===== config.mk =====
export PLATFORM = sky130hd
export DESIGN_NAME = c_token_scanner_top
export DESIGN_NICKNAME = d
export VERILOG_FILES = /design/src/design/ctok_pkg.sv /design/src/design/ctok_front.sv /design/src/design/ctok_queue.sv /design/src/design/ctok_back.sv /design/src/design/c_token_scanner_top.sv
export SDC_FILE = /design/constraint.sdc
export NUM_CORES = 1
export LEC_CHECK = 0
export BUFFER_PORTS_ARGS = -buffer_cell sky130_fd_sc_hd__buf_2
export CORE_MARGIN = 2
export CORE_UTILIZATION = 31
export CTS_CLUSTER_SIZE = 30
export DETAILED_ROUTE_END_ITERATION = 8
export SLEW_MARGIN = 20
export SYNTH_ARGS = -nofsm -noshare
export SYNTH_HDL_FRONTEND = slang
export SYNTH_SLANG_ARGS = --single-unit

===== constraint.sdc =====
create_clock -name clk -period 5.25 [get_ports clk]
set_input_delay 0.2625 -clock clk [delete_from_list [all_inputs] [get_ports clk]]
set_output_delay 0.2625 -clock clk [all_outputs]
set_load 0.02 [all_outputs]

===== src/design/ctok_pkg.sv =====
// ctok_pkg: shared types, token class codes and keyword table for the token scanner
// used by ctok_front, ctok_queue, ctok_back and c_token_scanner_top
// no dependencies
package ctok_pkg;

  // defaults for the top-level parameters
  localparam int WORD_MAX_DEF   = 29;
  localparam int COUNT_BITS_DEF = 16;

  // token class codes
  localparam logic [2:0] CLS_OPER  = 3'd0;
  localparam logic [2:0] CLS_SYMB  = 3'd1;
  localparam logic [2:0] CLS_DIGIT = 3'd2;
  localparam logic [2:0] CLS_KEYW  = 3'd3;
  localparam logic [2:0] CLS_IDENT = 3'd4;

  // command queue between front and back
  localparam int QUEUE_DEPTH = 4;
  localparam int QPTR_BITS   = $clog2(QUEUE_DEPTH);
  localparam int QCNT_BITS   = $clog2(QUEUE_DEPTH + 1);

  // commands passed from front to back
  typedef enum logic [2:0] {
    OP_START   = 3'd0,
    OP_APPEND  = 3'd1,
    OP_FLUSH   = 3'd2,
    OP_SINGLE  = 3'd3,
    OP_NEWLINE = 3'd4
  } op_t;

  typedef struct packed {
    op_t        op;
    logic [2:0] cls;
    logic [7:0] ch;
  } cmd_t;

  // keyword table, left justified and zero padded to six characters
  localparam int KW_NUM   = 9;
  localparam int KW_CHARS = 6;
  localparam int KW_BITS  = KW_CHARS * 8;

  localparam logic [KW_BITS-1:0] KW_TEXT [KW_NUM] = '{
    {"int",    24'h0},
    {"main",   16'h0},
    {"void",   16'h0},
    {"return"},
    {"if",     32'h0},
    {"else",   16'h0},
    {"printf"},
    {"goto",   16'h0},
    {"switch"}
  };

  localparam logic [2:0] KW_LEN [KW_NUM] = '{
    3'd3, 3'd4, 3'd4, 3'd6, 3'd2, 3'd4, 3'd6, 3'd4, 3'd6
  };

  // true when the word prefix and length match one of the keywords
  function automatic logic is_keyword(input logic [KW_BITS-1:0] word,
                                      input logic [5:0] len);
    logic hit;
    logic match;
    hit = 1'b0;
    for (int k = 0; k < KW_NUM; k++) begin
      match = (6'(KW_LEN[k]) == len);
      for (int i = 0; i < KW_CHARS; i++) begin
        if ((i < int'(KW_LEN[k])) &&
            (word[KW_BITS-1-8*i -: 8] != KW_TEXT[k][KW_BITS-1-8*i -: 8])) begin
          match = 1'b0;
        end
      end
      hit = hit | match;
    end
    return hit;
  endfunction

endpackage


===== src/design/ctok_front.sv =====
// ctok_front: accepts text items, tracks word state and turns each byte into commands
// depends on ctok_pkg; feeds ctok_queue
module ctok_front import ctok_pkg::*; (
  input  logic       clk,
  input  logic       rst,
  input  logic       text_valid,
  output logic       text_stall,
  input  logic [7:0] text_byte,
  input  logic       end_of_text,
  input  logic       q_full,
  output logic       push,
  output cmd_t       push_cmd
);

  logic in_word;
  logic in_word_next;
  logic hold_valid;
  cmd_t hold_cmd;

  logic accept;
  logic is_letter, is_digit, is_alnum;
  logic is_oper, is_symb, is_nl;
  logic cls_valid;
  cmd_t cls_cmd;
  logic first_valid, second_valid;
  cmd_t first_cmd, second_cmd;

  // byte classes
  always_comb begin
    is_letter = ((text_byte >= "A") && (text_byte <= "Z")) ||
                ((text_byte >= "a") && (text_byte <= "z"));
    is_digit  = (text_byte >= "0") && (text_byte <= "9");
    is_alnum  = is_letter || is_digit;
    is_oper   = (text_byte == "+") || (text_byte == "-") || (text_byte == "*") ||
                (text_byte == "/") || (text_byte == "^");
    is_symb   = (text_byte == "{") || (text_byte == "}") || (text_byte == "(") ||
                (text_byte == ")") || (text_byte == ";") || (text_byte == ",") ||
                (text_byte == "#");
    is_nl     = (text_byte == 8'h0a);
  end

  // command for a byte seen outside a word
  always_comb begin
    cls_valid   = 1'b1;
    cls_cmd.ch  = text_byte;
    cls_cmd.cls = CLS_OPER;
    cls_cmd.op  = OP_SINGLE;
    if (is_oper) begin
      cls_cmd.cls = CLS_OPER;
    end else if (is_symb) begin
      cls_cmd.cls = CLS_SYMB;
    end else if (is_digit) begin
      cls_cmd.cls = CLS_DIGIT;
    end else if (is_nl) begin
      cls_cmd.op = OP_NEWLINE;
    end else if (is_letter) begin
      cls_cmd.op = OP_START;
    end else begin
      cls_valid = 1'b0;
    end
  end

  // up to two commands per item: a word flush, then the ending byte
  always_comb begin
    first_valid    = 1'b0;
    first_cmd      = cls_cmd;
    second_valid   = 1'b0;
    second_cmd     = cls_cmd;
    in_word_next   = in_word;
    if (end_of_text) begin
      first_valid  = in_word;
      first_cmd.op = OP_FLUSH;
      in_word_next = 1'b0;
    end else if (in_word && is_alnum) begin
      first_valid  = 1'b1;
      first_cmd.op = OP_APPEND;
    end else if (in_word) begin
      first_valid  = 1'b1;
      first_cmd.op = OP_FLUSH;
      second_valid = cls_valid;
      in_word_next = is_letter;
    end else begin
      first_valid  = cls_valid;
      in_word_next = is_letter;
    end
  end

  assign text_stall = hold_valid || q_full;
  assign accept     = text_valid && !text_stall;

  // push the held second command first, else the item's first command
  always_comb begin
    if (hold_valid) begin
      push     = !q_full;
      push_cmd = hold_cmd;
    end else begin
      push     = accept && first_valid;
      push_cmd = first_cmd;
    end
  end

  always_ff @(posedge clk) begin
    if (rst) begin
      in_word    <= 1'b0;
      hold_valid <= 1'b0;
    end else begin
      if (accept) begin
        in_word <= in_word_next;
      end
      if (hold_valid && !q_full) begin
        hold_valid <= 1'b0;
      end else if (accept && second_valid) begin
        hold_valid <= 1'b1;
      end
    end
  end

  always_ff @(posedge clk) begin
    if (accept && second_valid) begin
      hold_cmd <= second_cmd;
    end
  end

`ifndef SYNTH
  // a held command always blocks the next item
  assert property (@(posedge clk) disable iff (rst) hold_valid |-> text_stall)
    else $error("front took an item while a command was held");
`endif

endmodule


===== src/design/ctok_queue.sv =====
// ctok_queue: short command queue between the front and back parts
// depends on ctok_pkg
module ctok_queue import ctok_pkg::*; (
  input  logic clk,
  input  logic rst,
  input  logic push,
  input  cmd_t push_cmd,
  input  logic pop,
  output cmd_t head_cmd,
  output logic full,
  output logic empty
);

  cmd_t                 slots [QUEUE_DEPTH];
  logic [QPTR_BITS-1:0] wr_ptr;
  logic [QPTR_BITS-1:0] rd_ptr;
  logic [QCNT_BITS-1:0] count;

  assign full     = (count == QCNT_BITS'(QUEUE_DEPTH));
  assign empty    = (count == '0);
  assign head_cmd = slots[rd_ptr];

  // pointers and fill count
  always_ff @(posedge clk) begin
    if (rst) begin
      wr_ptr <= '0;
      rd_ptr <= '0;
      count  <= '0;
    end else begin
      if (push) begin
        wr_ptr <= wr_ptr + QPTR_BITS'(1);
      end
      if (pop) begin
        rd_ptr <= rd_ptr + QPTR_BITS'(1);
      end
      if (push && !pop) begin
        count <= count + QCNT_BITS'(1);
      end else if (pop && !push) begin
        count <= count - QCNT_BITS'(1);
      end
    end
  end

  // storage
  always_ff @(posedge clk) begin
    if (push) begin
      slots[wr_ptr] <= push_cmd;
    end
  end

`ifndef SYNTH
  assert property (@(posedge clk) disable iff (rst) push |-> !full)
    else $error("command pushed into a full queue");
`endif
`ifndef SYNTH
  assert property (@(posedge clk) disable iff (rst) pop |-> !empty)
    else $error("command popped from an empty queue");
`endif
`ifndef SYNTH
  assert property (@(posedge clk) disable iff (rst) count <= QCNT_BITS'(QUEUE_DEPTH))
    else $error("queue fill count out of range");
`endif

endmodule


===== src/design/ctok_back.sv =====
// ctok_back: executes queued commands, buffers words, matches keywords, emits token items
// depends on ctok_pkg; fed by ctok_queue
module ctok_back import ctok_pkg::*; #(
  parameter int WORD_MAX   = WORD_MAX_DEF,
  parameter int COUNT_BITS = COUNT_BITS_DEF
) (
  input  logic        clk,
  input  logic        rst,
  input  logic        q_empty,
  input  cmd_t        head_cmd,
  output logic        pop,
  output logic        token_valid,
  input  logic        token_stall,
  output logic [15:0] line_number,
  output logic [15:0] token_number,
  output logic [2:0]  token_class,
  output logic [7:0]  lexeme_char,
  output logic        last_char
);

  localparam int IDX_BITS = $clog2(WORD_MAX);
  localparam int LEN_BITS = $clog2(WORD_MAX + 1);

  typedef enum logic [2:0] {
    S_IDLE = 3'b001,
    S_READ = 3'b010,
    S_SHOW = 3'b100
  } state_t;

  state_t                state;
  logic [LEN_BITS-1:0]   len;
  logic [IDX_BITS-1:0]   idx;
  logic                  word_mode;
  logic [2:0]            cur_cls;
  logic [7:0]            cur_ch;
  logic [COUNT_BITS-1:0] line_count;
  logic [COUNT_BITS-1:0] token_count;
  logic [KW_BITS-1:0]    prefix;
  logic [7:0]            word_mem [WORD_MAX];
  logic [7:0]            rd_data;

  logic                  wr_en;
  logic                  at_last;
  logic                  kw_hit;

  assign pop     = (state == S_IDLE) && !q_empty;
  assign kw_hit  = is_keyword(prefix, 6'(len));
  assign at_last = ((LEN_BITS'(idx) + LEN_BITS'(1)) == len);
  assign wr_en   = pop && (((head_cmd.op == OP_APPEND) && (len < LEN_BITS'(WORD_MAX))) ||
                           (head_cmd.op == OP_START));

  // output item
  assign token_valid  = (state == S_SHOW);
  assign line_number  = 16'(line_count);
  assign token_number = 16'(token_count);
  assign token_class  = cur_cls;
  assign lexeme_char  = word_mode ? rd_data : cur_ch;
  assign last_char    = !word_mode || at_last;

  // control and counters
  always_ff @(posedge clk) begin
    if (rst) begin
      state       <= S_IDLE;
      len         <= '0;
      idx         <= '0;
      word_mode   <= 1'b0;
      line_count  <= COUNT_BITS'(1);
      token_count <= COUNT_BITS'(1);
    end else begin
      case (state)
        S_IDLE: begin
          if (pop) begin
            case (head_cmd.op)
              OP_START: begin
                len <= LEN_BITS'(1);
              end
              OP_APPEND: begin
                if (len < LEN_BITS'(WORD_MAX)) begin
                  len <= len + LEN_BITS'(1);
                end
              end
              OP_NEWLINE: begin
                if (line_count != '1) begin
                  line_count <= line_count + COUNT_BITS'(1);
                end
              end
              OP_SINGLE: begin
                word_mode <= 1'b0;
                state     <= S_SHOW;
              end
              OP_FLUSH: begin
                word_mode <= 1'b1;
                idx       <= '0;
                state     <= S_READ;
              end
              default: begin
                state <= S_IDLE;
              end
            endcase
          end
        end
        S_READ: begin
          state <= S_SHOW;
        end
        S_SHOW: begin
          if (!token_stall) begin
            if (!word_mode || at_last) begin
              if (token_count != '1) begin
                token_count <= token_count + COUNT_BITS'(1);
              end
              if (word_mode) begin
                len <= '0;
              end
              state <= S_IDLE;
            end else begin
              idx   <= idx + IDX_BITS'(1);
              state <= S_READ;
            end
          end
        end
        default: begin
          state <= S_IDLE;
        end
      endcase
    end
  end

  // class and character of the current token
  always_ff @(posedge clk) begin
    if (pop && (head_cmd.op == OP_SINGLE)) begin
      cur_cls <= head_cmd.cls;
      cur_ch  <= head_cmd.ch;
    end else if (pop && (head_cmd.op == OP_FLUSH)) begin
      cur_cls <= kw_hit ? CLS_KEYW : CLS_IDENT;
    end
  end

  // keyword prefix copy of the first characters
  always_ff @(posedge clk) begin
    if (pop && (head_cmd.op == OP_START)) begin
      prefix[KW_BITS-1 -: 8] <= head_cmd.ch;
    end else if (pop && (head_cmd.op == OP_APPEND) && (len < LEN_BITS'(KW_CHARS))) begin
      prefix[8*(KW_CHARS-1-int'(len)) +: 8] <= head_cmd.ch;
    end
  end

  // word buffer with registered read
  always_ff @(posedge clk) begin
    if (wr_en) begin
      if (head_cmd.op == OP_START) begin
        word_mem[0] <= head_cmd.ch;
      end else begin
        word_mem[len[IDX_BITS-1:0]] <= head_cmd.ch;
      end
    end
    rd_data <= word_mem[idx];
  end

`ifndef SYNTH
  assert property (@(posedge clk) disable iff (rst)
                   (state == S_SHOW) && word_mode |-> (LEN_BITS'(idx) < len))
    else $error("word character index beyond word length");
`endif
`ifndef SYNTH
  assert property (@(posedge clk) disable iff (rst)
                   token_valid && token_stall |=> token_valid && $stable(lexeme_char))
    else $error("stalled token item changed");
`endif
`ifndef SYNTH
  assert property (@(posedge clk) disable iff (rst)
                   !$past(rst) |-> token_count >= $past(token_count))
    else $error("token count went backward");
`endif

endmodule


===== src/design/c_token_scanner_top.sv =====
// c_token_scanner_top: byte-serial lexical analyzer, top level
// depends on ctok_pkg, ctok_front, ctok_queue, ctok_back
//
//   channel  direction  handshake                payload
//   text     in         text_valid/text_stall    text_byte, end_of_text
//   token    out        token_valid/token_stall  line_number, token_number, token_class,
//                                                lexeme_char, last_char
//
// the front takes one text item per cycle unless the four-entry queue is full or a
// command is held; an operator, symbol or newline that ends a word pushes two commands
// and blocks the next item until the second is pushed. the back pops a word or newline
// command, pops then shows a single token, pops a flush then reads and shows each character.
// reset (rst, synchronous) sets both counters to one and clears word and queue state.
// token_stall holds the back only; the front keeps accepting until the queue fills.
module c_token_scanner_top import ctok_pkg::*; #(
  parameter int WORD_MAX   = WORD_MAX_DEF,
  parameter int COUNT_BITS = COUNT_BITS_DEF
) (
  input  logic        clk,
  input  logic        rst,
  input  logic        text_valid,
  output logic        text_stall,
  input  logic [7:0]  text_byte,
  input  logic        end_of_text,
  output logic        token_valid,
  input  logic        token_stall,
  output logic [15:0] line_number,
  output logic [15:0] token_number,
  output logic [2:0]  token_class,
  output logic [7:0]  lexeme_char,
  output logic        last_char
);

  logic push;
  cmd_t push_cmd;
  logic pop;
  cmd_t head_cmd;
  logic q_full;
  logic q_empty;

  // classify bytes into commands
  ctok_front u_front (
    .clk         (clk),
    .rst         (rst),
    .text_valid  (text_valid),
    .text_stall  (text_stall),
    .text_byte   (text_byte),
    .end_of_text (end_of_text),
    .q_full      (q_full),
    .push        (push),
    .push_cmd    (push_cmd)
  );

  // decoupling queue
  ctok_queue u_queue (
    .clk      (clk),
    .rst      (rst),
    .push     (push),
    .push_cmd (push_cmd),
    .pop      (pop),
    .head_cmd (head_cmd),
    .full     (q_full),
    .empty    (q_empty)
  );

  // execute commands and emit token items
  ctok_back #(
    .WORD_MAX   (WORD_MAX),
    .COUNT_BITS (COUNT_BITS)
  ) u_back (
    .clk          (clk),
    .rst          (rst),
    .q_empty      (q_empty),
    .head_cmd     (head_cmd),
    .pop          (pop),
    .token_valid  (token_valid),
    .token_stall  (token_stall),
    .line_number  (line_number),
    .token_number (token_number),
    .token_class  (token_class),
    .lexeme_char  (lexeme_char),
    .last_char    (last_char)
  );

endmodule

==> results of run 1 <==
-- logic make-up (layout without fill, tap and decap cells) --
family / after synthesis / after routing / synth area share (%)
adders and majority gates: 21 / 21 / 1.51
xor gates and xnor gates: 35 / 35 / 1.79
AOI/OAI and AO/OA: 96 / 96 / 3.34
and+or+nand+nor: 397 / 397 / 12.0
DFF: 420 / 420 / 66.8
buffers and inverters: 82 / 194 / 1.88
muxes: 126 / 126 / 12.7
-- area by class of cell --
| type | instances | area, um^2 |
|---|---|---|
| clock inverter | 18 | 156 |
| timing repair buffer | 83 | 495 |
| inverter | 31 | 116 |
| tap | 765 | 957 |
| sequential | 420 | 12000 |
| fill | 5453 | 36800 |
| clock buffer | 62 | 1210 |
| multi-input combinational | 675 | 5640 |
-- sequential cells by signal, summed over array words and instances (netlist names), named ones only --
register,count
u_back.line_number,16
u_back.prefix,48
u_back.cur_ch,8
u_front.hold_cmd,12
u_back.word_mode,1
u_back.len,5
u_front.hold_valid,1
u_back.rd_data,8
u_back.state,3
u_queue.slots,52
u_back.token_class,3
u_queue.wr_ptr,2
u_front.in_word,1
u_queue.rd_ptr,2
u_queue.count,3
u_back.token_number,16
u_back.idx,5
u_back.word_mem,232
-- routing by layer --
layer  vias to the layer above  GRT usage (%)  wire, um
li1                       4706              -         -
met1                      5069           18.1     17500
met2                       248           20.8     17900
met3                        63           2.74      2350
met4                         0           3.17       749
met5                         -              0         0
-- worst max-delay path by stage --
stage             startpoint                 to  slack (ns)  cells past startpoint
2_1_floorplan  u_back.len[2]  u_back.prefix[10]        1.53                     12
3_3_place_gp   u_back.len[1]   u_back.prefix[8]        1.00                     11
3_5_place_dp   u_back.len[1]  u_back.prefix[24]        0.97                     11
4_1_cts        u_back.len[1]  u_back.prefix[26]        0.96                     11
5_1_grt        u_back.len[1]  u_back.prefix[26]        0.52                     11
6_report       u_back.len[1]  u_back.prefix[13]        0.89                     11
-- timing repair --
item / CTS / global route
hold endpoints to repair: 7 / 0
hold buffers: 7 / 0
setup buffers: 0 / 0
resized for setup: 0 / 0
-- report_power, final --
| part | switching, mW | internal (mW) |
|---|---|---|
| clock network | 1.27 | 1.66 |
| registers | 0.0794 | 4.01 |
| logic | 0.920 | 0.377 |
| total | 2.27 | 6.05 |
-- layout by cell type, fill, tap and decap left out, drive strengths merged, types with 15 or more instances in the layout --
master  synthesis  final
buf            17     76
nand3          40     40
nor2          137    137
inv            31     26
a21oi          31     31
nor3           19     19
mux2           38     38
clkinv          0     17
xnor2          19     19
mux4           77     77
xor2           15     15
dfxtp          65     65
clkbuf         34     62
edfxtp        355    355
ha             20     20
o21ai          28     28
nand2          51     51
-- critical path: cells and delay by family, from the launching register on --
family / cells / cell delay (ns)
compound gates: 2 / 0.40
fa+ha+maj: 2 / 0.70
flops: 1 / 0.49
simple gates: 7 / 2.38
==> flow_summary.json, run 1 <==
{
  "status": "complete, no violations",
  "syn_nets": 1211,
  "tightestPinTransition_ns": 1.06,
  "post-route-min-period_ns": 4.36,
  "rrSetupSlack_ns": 0.89,
  "r2r_cells": 11,
  "synth_area_per_cell_um2": 15.2,
  "reg2reg_to": "u_back.prefix[13]",
  "cts_root_buf": "clkbuf_16",
  "synth_most_common_cell": "edfxtp_1",
  "max_freq_ghz": 0.230,
  "hold_ws_ns": 0.0286,
  "critPathMaxStageDelay_ns": 0.49,
  "finalCritPeriodShare_pct": 83.0,
  "ys_top_cells_by_count": "355 x edfxtp_1, 127 x nor2_1, 77 x mux4_2",
  "synthArstFlopShare_pct": 0,
  "worst-setup-path-type": "flip-flop to flip-flop",
  "critPathArrivalTime_ns": 4.55,
  "vias": 10100,
  "yosysUniqueCellTypes": 75,
  "powerDensity_mw_per_mm2": 405,
  "place_congestion": 0.837,
  "area_delta_synth_final_pct": 14.6,
  "synth_top_area_share_pct": 59.5,
  "grt-ovfl-total": 0,
  "vias_per_cell": 4.91,
  "stdcell_area_mm2": 0.0205,
  "die_x_um": 244,
  "final_core_util_pct": 35.8,
  "critPathRequiredTime_ns": 5.45,
  "syn_area_mm2": 0.0179,
  "syn-instance-count": 1177,
  "portBuffers": 58,
  "diodes": 0,
  "worstHoldPathCells": 1,
  "cts_tree": "done",
  "grt_pass1_wl_um": 60400,
  "yosysSeqAreaShare_pct": 66.8,
  "nets": 1288,
  "clock_sinks": 420,
  "grt_max_degree": 59,
  "place_area_mm2": 0.0191,
  "die_h_um": 244,
  "drcViolationCount": 0,
  "yosys-top-cells-area": "edfxtp_1 59%, mux4_2 9.7%, dfxtp_1 7.3%, nor2_1 2.7%, mux2_2 2.3%",
  "finalSetupViolCount": 0,
  "instances_no_fill": 2054,
  "min_to": "u_front.hold_cmd[1]",
  "routed_wl_um": 38500,
  "ys.flop_type": "edfxtp_1",
  "relSlewSlack_pct": 28.9,
  "clkTransAtPathRegs_ns": 0.06,
  "final.setup.worst_slack_ns": 0.895,
  "place_hpwl_um": 25200,
  "synth_area_leader_cell": "edfxtp_1",
  "rows": 88,
  "path_cells": "ha_1 > or3_1 > a21oi_1 > a21oi_1 > or2_2 > ha_1 > nor4b_1 > nand4_1 > or4_4 > or2_1 > nor2_1",
  "drtAntennaViolNets": 0,
  "critical_path_peak_fanout": 14,
  "start_kind": "flip-flop",
  "h-tree-depth": 2,
  "yosysWarnings": 0,
  "clk_latency_ns": 0.57,
  "cts_buffers": 43,
  "synth_edf_count": 355,
  "drt-pass1-iter-count": 4,
  "dp_cells": 1967,
  "grt_usage_pct": 13.0,
  "peakVddDrop_v": 0.000233,
  "clock_path_buffers": 3,
  "maxCapViolations": 0,
  "crit_slowest_cell": "dfxtp_1",
  "p_leak_nw": 6.44,
  "timing_hold_violations_final": 0,
  "routedWlPerCell_um": 18.7,
  "drt_iter0_markers": 887,
  "dp_slack_ns": 0.973,
  "start_util_pct": 31.2,
  "total_power_mw": 8.32,
  "min_path_type": "input pin to flip-flop",
  "synth_seq_cells": 420,
  "rsz0062_at_grt": "no",
  "finClkSkew_ns": 0.0337,
  "critPathCaptureType": "flip-flop",
  "slew_viol_final": 0,
  "hp-start": "text_byte[1]",
  "final.setup.tns_ns": 0,
  "die_area_mm2": 0.0597,
  "rr_startpoint": "u_back.len[1]",
  "core_area_mm2": 0.0574,
  "io_pins": 59,
  "grt_pass1_vias": 10200,
  "drive_above_1_share_pct": 21.5,
  "antenna_found_initial": 0
}
(Power assumes the default switching activity.)
==> run 2, diff against run 1 <==
==> constraint.sdc (replaced) <==
create_clock -name clk -period 4 [get_ports clk]
set_input_delay 0.2 -clock clk [delete_from_list [all_inputs] [get_ports clk]]
set_output_delay 0.2 -clock clk [all_outputs]
set_load 0.02 [all_outputs]
==> flow_summary.json, run 2 (synthesis gave the netlist of run 1 again) <==
{
  "power.internal_mw": 8.26,
  "final_core_util_pct": 36.6,
  "layout_commonest_cell": "edfxtp_1",
  "antenna_found_initial": 0,
  "pwr-share-comb_pct": 15.0,
  "cts_setup_buffers": 0,
  "grt_pass1_wl_um": 61400,
  "die_area_mm2": 0.0597,
  "slew_viol_final": 0,
  "p_leak_nw": 6.76,
  "clk_latency_ns": 0.58,
  "path_delay_family": "simple AND/OR/NAND/NOR gates",
  "regArea_mm2": 0.0120,
  "finClkSkew_ns": 0.0289,
  "routed_wl_um": 39200,
  "m1WireLength_um": 18200,
  "dp_slack_ns": 0.307,
  "place_area_mm2": 0.0194,
  "seqPwrFrac_pct": 47.8,
  "total_power_mw": 11.2,
  "min_path_type": "input pin to flip-flop",
  "powerDensity_mw_per_mm2": 535,
  "rsz0062_at_grt": "no",
  "critical_path_peak_fanout": 10,
  "largest-register": "u_back.word_mem",
  "io_pins": 59,
  "multiInputGateArea_mm2": 0.00563,
  "place_hpwl_um": 26000,
  "final.setup.worst_slack_ns": 0.319,
  "start_kind": "flip-flop",
  "timing_hold_violations_final": 0,
  "area_delta_synth_final_pct": 17.2,
  "place_congestion": 0.828,
  "tightestPinTransition_ns": 1.03,
  "status": "complete, no violations",
  "finalSetupViolCount": 0,
  "routedWlPerCell_um": 18.7,
  "path_cells": "ha_1 > or3_1 > a21oi_1 > a21oi_1 > or2_2 > ha_1 > nor4b_1 > nand4_1 > or4_4 > o31a_1 > inv_2",
  "clkTransAtPathRegs_ns": 0.06,
  "drt-pass1-iter-count": 5,
  "wl_met3_um": 1910,
  "final.setup.tns_ns": 0,
  "cts_resized": 0,
  "relSlewSlack_pct": 31.2,
  "grt-ovfl-total": 0,
  "crit_slowest_cell": "or4_4",
  "grt_pass1_vias": 10400,
  "swShare_pct": 26.5,
  "rows": 88,
  "vias": 10300,
  "critPathRequiredTime_ns": 4.27,
  "h-tree-depth": 2,
  "die_x_um": 244,
  "finalCritPeriodShare_pct": 92.0,
  "routed.top_layer": "met4",
  "drive_above_1_share_pct": 24.2,
  "critPathArrivalTime_ns": 3.96,
  "p_clk_share_pct": 37.2,
  "final_cell_mix": "355 x edfxtp_1, 127 x nor2_1, 77 x mux4_2",
  "reg_top3": "u_back.word_mem x232, u_queue.slots x52, u_back.prefix x48",
  "vias_per_cell": 4.89,
  "largest_reg_flops": 232,
  "clock_path_buffers": 3,
  "drt_iter0_markers": 799,
  "rrSetupSlack_ns": 0.32,
  "portBuffers": 58,
  "cts_root_buf": "clkbuf_16",
  "crit_buf_inv": 1,
  "drcViolationCount": 0,
  "critPathCaptureType": "flip-flop",
  "grt_usage_pct": 13.3,
  "maxCapViolations": 0,
  "start_util_pct": 31.2,
  "max_freq_ghz": 0.272,
  "wl_met2_um": 18300,
  "die_h_um": 244,
  "cts_tree": "done",
  "drtAntennaViolNets": 0,
  "stdcell_area_mm2": 0.0210,
  "clock_sinks": 420,
  "power_switching_mw": 2.98,
  "nets": 1334,
  "worst-setup-path-type": "flip-flop to flip-flop",
  "core_area_mm2": 0.0574,
  "critPathMaxStageDelay_ns": 0.46,
  "final.fill_count": 5399,
  "peakVddDrop_v": 0.000249,
  "post-route-min-period_ns": 3.68,
  "cts_buffers": 45,
  "hold_buffers": 11,
  "diodes": 0,
  "grt_max_degree": 49
}
[run 2: changes by cell type in the layout (fill, tap and decap cells not counted), sizes merged]
cell,change
inv,+4
clkinv,-1
dlygate4sd3,+4
clkinvlp,-3
buf,+40
bufinv,+3
[run 2: final cells by class]
class                           instances  share of cell area [%]
Sequential cell                       420                    57.0
Multi-Input combinational cell        675                    26.8
Clock buffer                           62                    6.06
Tap cell                              765                    4.56
Timing Repair Buffer                  127                    3.98
Clock inverter                         21                    1.08
Inverter                               31                   0.554
[run 2: stage by stage]
| step | instances | hold WS [ns] |
|---|---|---|
| 6_report | 2101 | 0.109 |
| 3_5_place_dp | 2007 | 0.471 |
| 4_1_cts | 2101 | 0.0796 |
| 2_1_floorplan | 1177 | 0.299 |
| 3_3_place_gp | 2007 | 0.469 |
| 5_1_grt | 2101 | 0.131 |
[run 2: power groups by stage]
stage / logic (mW) / clock network [mW] / registers, mW
2_1_floorplan: 1.08 / 0 / 5.40
6_report: 1.69 / 4.18 / 5.37
5_1_grt: 1.87 / 4.45 / 5.39
3_5_place_dp: 1.70 / 0 / 5.46
3_3_place_gp: 1.65 / 0 / 5.45
4_1_cts: 1.72 / 4.28 / 5.37
[run 2: path summary, 6_finish.rpt]
path | startpoint | endpoint | cells past startpoint
worst max register to register | u_back.len[1] | u_back.prefix[40] | 11
worst min-delay path | end_of_text | u_front.in_word | 4
worst min register to register | u_back.token_number[1] | u_back.token_number[1] | 2
worst max-delay path | u_back.len[1] | u_back.prefix[40] | 11
[run 2: worst reg2reg max path, stage by stage, from the launching register on]
cell,delay (ns)
dfxtp_1,0.31
ha_1,0.31
or3_1,0.41
a21oi_1,0.19
a21oi_1,0.05
or2_2,0.28
ha_1,0.30
nor4b_1,0.31
nand4_1,0.14
or4_4,0.46
o31a_1,0.42
inv_2,0.21
[run 2: per-layer routing]
layer  global-route usage (%)  vias up
li1                         -     4796
met1                     18.6     5191
met2                     21.2      240
met3                     2.50       57
met4                     3.75        0
met5                        0        -
==> run 3, diff against run 2 <==
--- a/config.mk
+++ b/config.mk
@@ -5,11 +5,14 @@
 export SDC_FILE = /design/constraint.sdc
 export NUM_CORES = 1
 export LEC_CHECK = 0
+export ABC_AREA = 1
 export BUFFER_PORTS_ARGS = -buffer_cell sky130_fd_sc_hd__buf_2
 export CORE_MARGIN = 2
 export CORE_UTILIZATION = 31
 export CTS_CLUSTER_SIZE = 30
 export DETAILED_ROUTE_END_ITERATION = 8
+export PLACE_DENSITY = 0.47
+export SETUP_SLACK_MARGIN = 0.05
 export SLEW_MARGIN = 20
 export SYNTH_ARGS = -nofsm -noshare
 export SYNTH_HDL_FRONTEND = slang
==> flow_summary.json, run 3 <==
{
  "status": "complete, no violations",
  "syn-instance-count": 1833,
  "die_x_um": 250,
  "grt_use_met1_pct": 21.6,
  "path_cells": "ha_1 > nor2_2 > inv_1 > nor2_1 > nand2_1 > ha_1 > nor2_1 > nand3_1 > nor3_1 > and2_4 > nand2_4 > nor2_8 > nand2_1 > nand2_1",
  "critPathRequiredTime_ns": 4.24,
  "largest_reg_flops": 232,
  "synthAdderAreaFrac_pct": 1.44,
  "routed_wl_um": 50600,
  "vias_per_cell": 4.99,
  "drive_above_1_share_pct": 11.8,
  "cts_tree": "done",
  "worstHoldPathCells": 5,
  "synthSimpleGateAreaFrac_pct": 19.3,
  "powerDensity_mw_per_mm2": 588,
  "final.setup.tns_ns": 0,
  "cts_buffers": 47,
  "die_area_mm2": 0.0626,
  "p_clk_share_pct": 32.4,
  "synth_mux_area_share_pct": 0,
  "place_hpwl_um": 32500,
  "place_congestion": 0.854,
  "rows": 90,
  "crit_slowest_cell": "dfxtp_1",
  "grt_pass1_wl_um": 79300,
  "synth_area_per_cell_um2": 10.3,
  "cts_setup_buffers": 0,
  "yosysUniqueCellTypes": 51,
  "finalSetupViolCount": 0,
  "peakVddDrop_v": 0.000253,
  "max_freq_ghz": 0.285,
  "met3_usage_pct": 2.72,
  "cp.depth": 14,
  "p_leak_nw": 7.72,
  "place_area_mm2": 0.0202,
  "area_delta_synth_final_pct": 15.9,
  "die_h_um": 250,
  "drt-pass1-iter-count": 8,
  "cpMostUsedCell": "nand2_1",
  "rr_startpoint": "u_back.len[2]",
  "timing_hold_violations_final": 0,
  "crit_buf_inv": 1,
  "maxCapViolations": 0,
  "power_switching_mw": 4.25,
  "synth_most_common_cell": "edfxtp_1",
  "final.setup.worst_slack_ns": 0.494,
  "synth_top_family_by_area": "simple AND/OR/NAND/NOR gates",
  "largest-register": "u_back.word_mem",
  "vias": 13700,
  "routedWlPerCell_um": 18.5,
  "synthArstFlopShare_pct": 0,
  "grt_max_degree": 113,
  "start_kind": "flip-flop",
  "reg_top3": "u_back.word_mem x232, u_queue.slots x52, u_back.prefix x48",
  "hp-start": "text_valid",
  "min_to": "u_front.in_word",
  "synth_edf_count": 355,
  "synth_compound_area_share_pct": 9.44,
  "portBuffers": 58,
  "finClkSkew_ns": 0.0380,
  "slew_viol_final": 0,
  "swShare_pct": 33.1,
  "reg2reg_to": "u_back.prefix[42]",
  "finalCritPeriodShare_pct": 87.6,
  "min_path_type": "input pin to flip-flop",
  "yosysSeqAreaShare_pct": 63.6,
  "path_delay_family": "simple AND/OR/NAND/NOR gates",
  "start_util_pct": 31.3,
  "power.internal_mw": 8.57,
  "hold_ws_ns": 0.0511,
  "cts_root_buf": "clkbuf_16",
  "worst-setup-path-type": "flip-flop to flip-flop",
  "core_area_mm2": 0.0601,
  "final.fill_count": 6048,
  "yosys-top-cells-area": "edfxtp_1 57%, dfxtp_1 6.9%, nor2_1 6.7%, nand2_1 5.8%, o21ai_0 4.1%",
  "rsz0062_at_grt": "no",
  "r2r_cells": 14,
  "pwr-share-comb_pct": 24.0,
  "clock_sinks": 420,
  "stdcell_area_mm2": 0.0218,
  "clock_path_buffers": 3,
  "grt-ovfl-total": 0,
  "drtAntennaViolNets": 0,
  "rrSetupSlack_ns": 0.49,
  "syn_nets": 1867,
  "io_pins": 59,
  "final_core_util_pct": 36.3,
  "relSlewSlack_pct": 36.9,
  "diodes": 0,
  "synth_seq_cells": 420,
  "clkTransAtPathRegs_ns": 0.06,
  "grt_use_met2_pct": 27.0,
  "syn_area_mm2": 0.0188,
  "tightestPinTransition_ns": 0.943,
  "final_cell_mix": "355 x edfxtp_1, 333 x nor2_1, 290 x nand2_1",
  "critPathMaxStageDelay_ns": 0.44,
  "nets": 1957,
  "ys_top_cells_by_count": "355 x edfxtp_1, 334 x nor2_1, 290 x nand2_1",
  "synth_xor_area_share_pct": 1.82,
  "grt_usage_pct": 16.2,
  "h-tree-depth": 2,
  "post-route-min-period_ns": 3.51,
  "ys.flop_type": "edfxtp_1",
  "synth_area_leader_cell": "edfxtp_1",
  "top_usage_layer": "met2",
  "critPathCaptureType": "flip-flop",
  "layout_commonest_cell": "edfxtp_1",
  "grt_pass1_vias": 13700,
  "clk_latency_ns": 0.61,
  "drcViolationCount": 0,
  "critical_path_peak_fanout": 10,
  "drt_iter0_markers": 1080,
  "seqPwrFrac_pct": 43.6,
  "yosysWarnings": 0,
  "critPathArrivalTime_ns": 3.75,
  "dp_slack_ns": 0.363,
  "synth_top_area_share_pct": 56.7,
  "antenna_found_initial": 0
}
[run 3: changes by cell type after synthesis, moves of 28 or more]
| cell | previous run | this run |
|---|---|---|
| a21oi_1 | 31 | 61 |
| nor2_1 | 127 | 334 |
| nand4_1 | 12 | 40 |
| o221ai_1 | 0 | 28 |
| mux2_2 | 37 | 0 |
| nand2_1 | 50 | 290 |
| o22ai_1 | 4 | 33 |
| o21ai_0 | 19 | 154 |
| inv_1 | 30 | 120 |
| nand3_1 | 39 | 87 |
| mux4_2 | 77 | 0 |
[run 3: worst max-delay path by stage]
stage	slack (ns)	endpoint	from
final	0.49	u_back.prefix[42]	u_back.len[2]
after global routing	0.12	u_back.prefix[43]	u_back.len[2]
after CTS	0.33	u_back.prefix[42]	u_back.len[2]
after detailed placement	0.36	u_back.prefix[42]	u_back.len[2]
after global placement	0.55	u_back.prefix[42]	u_back.len[2]
after floorplan	0.64	u_back.prefix[0]	u_back.len[3]
[run 3: tightest hold or removal path: stages]
cell	delay [ns]
buf_2	0.10
nand2_1	0.09
nor2_1	0.06
nand3_1	0.08
a21oi_1	0.06
[run 3: cell families after synthesis]
logic type	count (synthesis)
and+or+nand+nor	837
DFF	420
AOI/OAI and AO/OA	308
buffers and inverters	213
xor gates and xnor gates	34
adders and majority gates	21
[run 3: routing by layer]
| layer | share of wire [%] | vias up | wire length (um) |
|---|---|---|---|
| met5 | 0 | - | 0 |
| met4 | 2.1 | 0 | 1080 |
| met3 | 4.7 | 75 | 2350 |
| met2 | 48 | 327 | 24100 |
| met1 | 46 | 6666 | 23100 |
| li1 | - | 6619 | - |
[run 3: stage by stage]
stage	power, mW	cells
final	12.8	2742
after global routing	13.5	2742
after CTS	13.0	2742
after detailed placement	8.79	2646
after global placement	8.77	2646
after floorplan	7.51	1833
[run 3: power by group through the flow]
| stage | combinational [mW] | clock, mW | sequential, mW |
|---|---|---|---|
| after floorplan | 1.90 | 0 | 5.61 |
| after global placement | 3.10 | 0 | 5.67 |
| after detailed placement | 3.11 | 0 | 5.68 |
| after CTS | 3.13 | 4.25 | 5.58 |
| after global routing | 3.43 | 4.43 | 5.61 |
| final | 3.08 | 4.15 | 5.59 |
[run 3: area by class of cell]
type / instances / area [um^2] / share of cell area [%]
clock buffer: 64 / 1280 / 5.87
clock inverter: 22 / 196 / 0.901
inverter: 135 / 512 / 2.35
multi-input combinational: 1200 / 6080 / 27.9
sequential: 420 / 12000 / 54.9
tap: 782 / 978 / 4.49
timing repair buffer: 119 / 786 / 3.60
[run 3: repair_timing]
action,in CTS,in global routing
hold buffers,10,0
hold endpoints to repair,12,0
endpoints found under the setup margin,0,8
gates resized for setup,0,1
